## src/design/ipid_pkg.sv

```systemverilog
// Shared types, widths and register codes for the incremental PID controller.
// No dependencies; imported by the controller and its checker.
`default_nettype none

package ipid_pkg;

  localparam int TEMP_WIDTH  = 16;
  localparam int FRAC_BITS   = 8;
  localparam int COEF_WIDTH  = 16;
  localparam int DRIVE_WIDTH = 15;
  localparam int FULL_SCALE  = 100;

  localparam int CFG_WIDTH    = (TEMP_WIDTH > COEF_WIDTH) ? TEMP_WIDTH : COEF_WIDTH;
  localparam int ERR_WIDTH    = TEMP_WIDTH + 1;
  localparam int PROD_WIDTH   = COEF_WIDTH + ERR_WIDTH;
  localparam int SCALED_WIDTH = PROD_WIDTH - FRAC_BITS;
  localparam int FULL_WIDTH   = 8 + FRAC_BITS;
  localparam int SUM_BASE_A   = (SCALED_WIDTH > FULL_WIDTH) ? SCALED_WIDTH : FULL_WIDTH;
  localparam int SUM_BASE     = (SUM_BASE_A > DRIVE_WIDTH + 1) ? SUM_BASE_A : DRIVE_WIDTH + 1;
  localparam int SUM_WIDTH    = SUM_BASE + 3;

  localparam logic signed [SUM_WIDTH-1:0] DRIVE_FULL = SUM_WIDTH'(FULL_SCALE) << FRAC_BITS;

  typedef enum logic [1:0] {
    REG_SETPOINT      = 2'd0,
    REG_COEF_CURRENT  = 2'd1,
    REG_COEF_PREVIOUS = 2'd2,
    REG_COEF_OLDER    = 2'd3
  } cfg_index_t;

  localparam logic signed [TEMP_WIDTH-1:0] SETPOINT_RESET     = TEMP_WIDTH'(8960);
  localparam logic signed [COEF_WIDTH-1:0] COEF_CURRENT_RESET = COEF_WIDTH'(4096);

endpackage

`default_nettype wire

```

## src/design/incremental_pid_clamped.sv

```systemverilog
// Velocity-form PID controller with drive clamp, one tick per input beat.
// Depends on ipid_pkg for widths, register codes and the full-scale constant.
`default_nettype none

// Each input beat is one control tick carrying a signed Q8.8 temperature. The
// beat is captured in an input register; from there three multipliers form
// the weighted errors, an adder tree adds them to the previous drive, and the
// clamped drive and its zero flag land in the result register, while the error
// history and stored drive update in the same edge. A new beat is taken every
// cycle as long as the result side keeps draining. Configuration writes
// (setpoint and the three coefficients, index 0..3) take effect at once and are
// always accepted.
module incremental_pid_clamped (
  input  wire                                   clk,
  input  wire                                   rst,
  input  wire                                   in_valid,
  output logic                                  in_ready,
  input  wire  [ipid_pkg::TEMP_WIDTH-1:0]       measured_temp,
  output logic                                  out_valid,
  input  wire                                   out_ready,
  output logic [ipid_pkg::DRIVE_WIDTH-1:0]      drive,
  output logic                                  zero_drive,
  input  wire                                   cfg_valid,
  output logic                                  cfg_ready,
  input  wire  ipid_pkg::cfg_index_t            cfg_index,
  input  wire  [ipid_pkg::CFG_WIDTH-1:0]        cfg_data
);
  import ipid_pkg::*;

  // configuration
  logic signed [TEMP_WIDTH-1:0] setpoint;
  logic signed [COEF_WIDTH-1:0] coef_current;
  logic signed [COEF_WIDTH-1:0] coef_previous;
  logic signed [COEF_WIDTH-1:0] coef_older;

  // state
  logic signed [ERR_WIDTH-1:0]  error_last;
  logic signed [ERR_WIDTH-1:0]  error_older;
  logic [DRIVE_WIDTH-1:0]       drive_last;

  // input register
  logic                         meas_valid;
  logic signed [TEMP_WIDTH-1:0] meas;

  logic advance;

  logic signed [ERR_WIDTH-1:0]    e0;
  logic signed [PROD_WIDTH-1:0]   p0, p1, p2;
  logic signed [SCALED_WIDTH-1:0] sc0, sc1, sc2;
  logic signed [SUM_WIDTH-1:0]    sum;
  logic signed [SUM_WIDTH-1:0]    clamped;
  logic                           forced;
  logic [DRIVE_WIDTH-1:0]         drive_next;

  assign cfg_ready = 1'b1;
  assign advance   = meas_valid && (!out_valid || out_ready);
  assign in_ready  = !meas_valid || advance;

  always_ff @(posedge clk) begin
    if (rst) begin
      setpoint      <= SETPOINT_RESET;
      coef_current  <= COEF_CURRENT_RESET;
      coef_previous <= '0;
      coef_older    <= '0;
    end else if (cfg_valid) begin
      case (cfg_index)
        REG_SETPOINT:      setpoint      <= cfg_data[TEMP_WIDTH-1:0];
        REG_COEF_CURRENT:  coef_current  <= cfg_data[COEF_WIDTH-1:0];
        REG_COEF_PREVIOUS: coef_previous <= cfg_data[COEF_WIDTH-1:0];
        REG_COEF_OLDER:    coef_older    <= cfg_data[COEF_WIDTH-1:0];
        default: ;
      endcase
    end
  end

  always_ff @(posedge clk) begin
    if (rst) begin
      meas_valid <= 1'b0;
    end else if (in_ready) begin
      meas_valid <= in_valid;
    end
  end

  always_ff @(posedge clk) begin
    if (in_valid && in_ready) begin
      meas <= measured_temp;
    end
  end

  // error and weighted terms; floor scaling is a plain bit drop
  assign e0  = {setpoint[TEMP_WIDTH-1], setpoint} - {meas[TEMP_WIDTH-1], meas};
  assign p0  = coef_current * e0;
  assign p1  = coef_previous * error_last;
  assign p2  = coef_older * error_older;
  assign sc0 = p0[PROD_WIDTH-1:FRAC_BITS];
  assign sc1 = p1[PROD_WIDTH-1:FRAC_BITS];
  assign sc2 = p2[PROD_WIDTH-1:FRAC_BITS];

  assign sum = {{(SUM_WIDTH-DRIVE_WIDTH){1'b0}}, drive_last}
             + {{(SUM_WIDTH-SCALED_WIDTH){sc0[SCALED_WIDTH-1]}}, sc0}
             + {{(SUM_WIDTH-SCALED_WIDTH){sc1[SCALED_WIDTH-1]}}, sc1}
             + {{(SUM_WIDTH-SCALED_WIDTH){sc2[SCALED_WIDTH-1]}}, sc2};

  always_comb begin
    forced  = 1'b0;
    clamped = sum;
    if (sum >= DRIVE_FULL) begin
      clamped = DRIVE_FULL;
    end
    if (sum[SUM_WIDTH-1] || (sum == '0) || (e0 == '0)) begin
      clamped = '0;
      forced  = 1'b1;
    end
    drive_next = clamped[DRIVE_WIDTH-1:0];
  end

  always_ff @(posedge clk) begin
    if (rst) begin
      error_last  <= '0;
      error_older <= '0;
      drive_last  <= '0;
      out_valid   <= 1'b0;
    end else begin
      if (advance) begin
        error_older <= error_last;
        error_last  <= e0;
        drive_last  <= drive_next;
        out_valid   <= 1'b1;
      end else if (out_ready) begin
        out_valid   <= 1'b0;
      end
    end
  end

  // result payload; hold while the beat is stalled
  always_ff @(posedge clk) begin
    if (advance) begin
      drive      <= drive_next;
      zero_drive <= forced;
    end
  end

endmodule

`default_nettype wire

```

## config.mk

```make
export PLATFORM = sky130hd
export DESIGN_NAME = incremental_pid_clamped
export DESIGN_NICKNAME = d
export VERILOG_FILES = /design/src/design/ipid_pkg.sv /design/src/design/incremental_pid_clamped.sv
export SDC_FILE = /design/constraint.sdc
export NUM_CORES = 2
export LEC_CHECK = 0
export BUFFER_PORTS_ARGS = -buffer_cell sky130_fd_sc_hd__buf_2
export CORE_MARGIN = 2
export CORE_UTILIZATION = 25
export CTS_CLUSTER_SIZE = 20
export DETAILED_ROUTE_END_ITERATION = 16
export GPL_ROUTABILITY_DRIVEN = 0
export GPL_TIMING_DRIVEN = 0
export PLACE_DENSITY_LB_ADDON = 0.1
export REMOVE_ABC_BUFFERS = 1
export SYNTH_ARGS = -nofsm -noshare
export SYNTH_HDL_FRONTEND = slang
export SYNTH_SLANG_ARGS = --single-unit
```

## constraint.sdc

```tcl
create_clock -name clk -period 14.2 [get_ports clk]
set_input_delay 2.84 -clock clk [delete_from_list [all_inputs] [get_ports clk]]
set_output_delay 2.84 -clock clk [all_outputs]
set_load 0.02 [all_outputs]
```

==> flow_summary_export.csv <==
group,metric,value,unit
run_status,outcome,"finished clean",
floorplan,rows,143,
setup_path,cp-start-kind,"register",
timing,rsz0062_at_grt,"no",
setup_path,crit_type,"register to register",
global_route,grt_pass1_wl,186800,um
floorplan,die_height,394.5,um
setup_path,rrSetupSlack,980,ps
power,p_clk_share,14.2,%
yosys,synth-seq-area-share,8.560,%
timing,setup_violations,0,
place,placed_area,40640,um2
yosys,synth_area_leaders,"fa_1 45%, inv_1 9.8%, ha_1 9.7%, nand2_1 6.6%, dfxtp_1 6.0%",
setup_path,cpMaxStageDelayCell,"or4_4",
min_path,whs_path_depth,2,
drt,drc,0,
clocking,cts_max_level,4,
setup_path,crit_path_start,"meas[1]$_DFFE_PP_",
setup_path,reg2reg_from,"meas[1]$_DFFE_PP_",
floorplan,die-area,155600,um2
drt,wirelength,119100,um
power,vdd_drop_max,0.00009571,V
setup_path,cp.arrival,13560,ps
power,power_density,80.83,nW/um2
setup_path,r2r_cells,43,
clocking,insertion_delay,520,ps
setup_path,cpPeakStageDelay,610,ps
cells_and_area,layout.cells.non_filler,6182,
clocking,clockRootBuffer,"clkbuf_16",
timing,period_minus_slack,13220,ps
global_route,grt_pass1_vias,29490,
global_route,grt_max_degree,60,
clocking,cts_buffer_depth,2,
min_path,hold_class,"register to register",
yosys,synth_top_area_cell,"fa_1",
setup_path,crit_top_cell,"fa_1",
power,power_switching,1782,uW
timing,hold_violations,0,
drt,detail-route-antenna-nets,0,
timing,slew_viol_final,0,
drt,avgRoutedWirePerCell,19.26,um
timing,relSlewSlack,10.45,%
setup_path,critPathMaxFanout,18,
yosys,ys_async_sr_fraction,0,%
timing,setup_slack,981.8,ps
power,seqPwrFrac,16.2,%
place,place_inst,6146,
cells_and_area,synthToLayoutAreaGrowth,8.127,%
flow_run,maxCapViolCount,0,
drt,drt_iter0_markers,1229,
power,p_leak,0.01842,uW
power,p_comb_share,69.6,%
cells_and_area,drive_above_1_share,3.614,%
drt,avgViaCountPerCell,4.270,
timing,worst_pin_slew,1341,ps
yosys,synth_most_common_cell,"inv_1",
place,dp_hpwl,96250,um
yosys,yosys.area.top_type_share,45.48,%
yosys,syn_inst,4220,
yosys,synthFlopType,"dfxtp_1",
global_route,grt_overflow_total,0,
clocking,cts_buffers,17,
floorplan,num_io_pins,58,
timing,tns,0,ps
setup_path,reg2reg_to,"drive[12]$_DFFE_PP_",
floorplan,core,151700,um2
clocking,hold_buffers,0,
drt,first_pass_iters,5,
place,io_buffers,56,
global_route,grt_usage,15.90,%
setup_path,crit_required,14540,ps
yosys,synth_common_cells,"993 x inv_1, 866 x fa_1, 666 x nand2_1",
clocking,tritoncts,"built",
clocking,cts.sinks,147,
yosys,synth-edff-count,32,
min_path,holdPathEnd,"setpoint[2]$_SDFFE_PP0P_",
timing,max_freq,75.65,MHz
floorplan,start_util,25.12,%
cells_and_area,nets,5339,
power,p_int,1549,uW
place,dp_slack,349.9,ps
yosys,yosys_warnings,0,
timing,final.period_utilization,93.09,%
cells_and_area,fin_area,41220,um2
power,p_total,3332,uW
global_route,antenna_found_initial,7,
yosys,postSynthAreaPerCell,9.033,um2
power,sw_frac_of_total,53.50,%
yosys,syn_area,38120,um2
setup_path,cp-end-kind,"register",
floorplan,die_w,394.5,um
clocking,clk_transition_reported_paths,80,ps
drt,num_vias,26400,
timing,skew,20.43,ps
min_path,hold_start,"setpoint[2]$_SDFFE_PP0P_",
yosys,synth_cell_types,70,
yosys,synth-seq-cells,147,
==> registers in the layout, summed over array words and instances (netlist names) <==
register and cells:
coef_older 16, setpoint 16, meas 16, drive 15
drive_last 15, coef_previous 16, error_older 17, coef_current 16
meas_valid 1, out_valid 1, zero_drive 1, error_last 17
==> worst max-delay path: cells and delay by family, from the launching register on <==
kind	cells	cell delay (ps)
adder cells (fa/ha/maj)	11	4650
flip-flops	1	450
multiplexers	2	400
XOR/XNOR	1	260
AND/OR/NAND/NOR	7	2330
AO/OA/AOI/OAI	16	4380
buffers and inverters	6	550
==> power groups by stage <==
| stage | registers, uW | logic [uW] | clock network, uW |
|---|---|---|---|
| floorplan | 503 | 1600 | 0 |
| global placement | 551 | 2330 | 0 |
| detailed placement | 550 | 2340 | 0 |
| CTS | 541 | 2350 | 494 |
| global route | 544 | 2650 | 505 |
| finish | 538 | 2320 | 473 |
==> worst max path at each step <==
stage | end | slack (ps) | depth (start not counted)
finish | drive[12]$_DFFE_PP_ | 980 | 43
floorplan | drive[0]$_DFFE_PP_ | 2620 | 42
global placement | drive[12]$_DFFE_PP_ | -690 | 39
detailed placement | drive[12]$_DFFE_PP_ | 350 | 42
CTS | drive[12]$_DFFE_PP_ | 300 | 42
global route | drive[7]$_DFFE_PP_ | 110 | 43
==> final cells by class <==
cell class / count / area (um2)
tap: 2030 / 2540
antenna: 2 / 5.005
clock buffer: 19 / 432.9
multi-input combinational: 2901 / 30550
inverter: 993 / 3727
timing repair buffer: 77 / 583.1
fill: 16570 / 110500
clock inverter: 13 / 121.4
sequential: 147 / 3263
==> per-layer routing <==
layer	GRT usage [%]	wire length, um
met3	1.718	2948
met5	0	0
met4	2.140	1035
met1	22.90	59240
met2	26.23	55830
==> metrics by stage <==
stage                     hold WS, ps  util (%)
after global placement          446.4     26.53
final                           460.5     27.17
after detailed placement        451.2     26.78
after CTS                       463.7     27.15
after floorplan                 425.0         -
after global routing            477.3     27.16
==> logic make-up after synthesis <==
group,Yosys count,synth area share [%]
adder cells (fa/ha/maj),1163,55.23
flip-flops,147,8.560
XOR/XNOR,124,2.849
multiplexers,2,0.05252
AO/OA/AOI/OAI,346,5.856
buffers and inverters,1172,11.58
other,1,0.009837
AND/OR/NAND/NOR,1265,15.87
==> layout by cell type, fill, tap and decap left out, types with 11 or more instances in the layout <==
cell type  instances
buf_2             55
a211oi_1          14
a21oi_1          158
and2_1           308
dfxtp_1          115
xnor2_1           81
a21o_1            38
o21a_1            22
nand4_1           15
buf_8             11
ha_1             297
nand3_1           23
nor3_1            20
nor2_1            83
xor2_1            32
nand2b_1          54
fa_1             866
a32o_1            12
o21ai_0           32
edfxtp_1          32
nor2b_1           41
clkbuf_16         17
nand2_1          666
inv_1            992
==> what timing repair did <==
item | 4_1_cts | 5_1_grt
endpoints found under the setup margin | 0 | 1
hold endpoints to repair | 0 | 0
resized for setup | 0 | 0
buffers inserted | 0 | 0
Note: power is estimated with default switching activity, not from simulation.
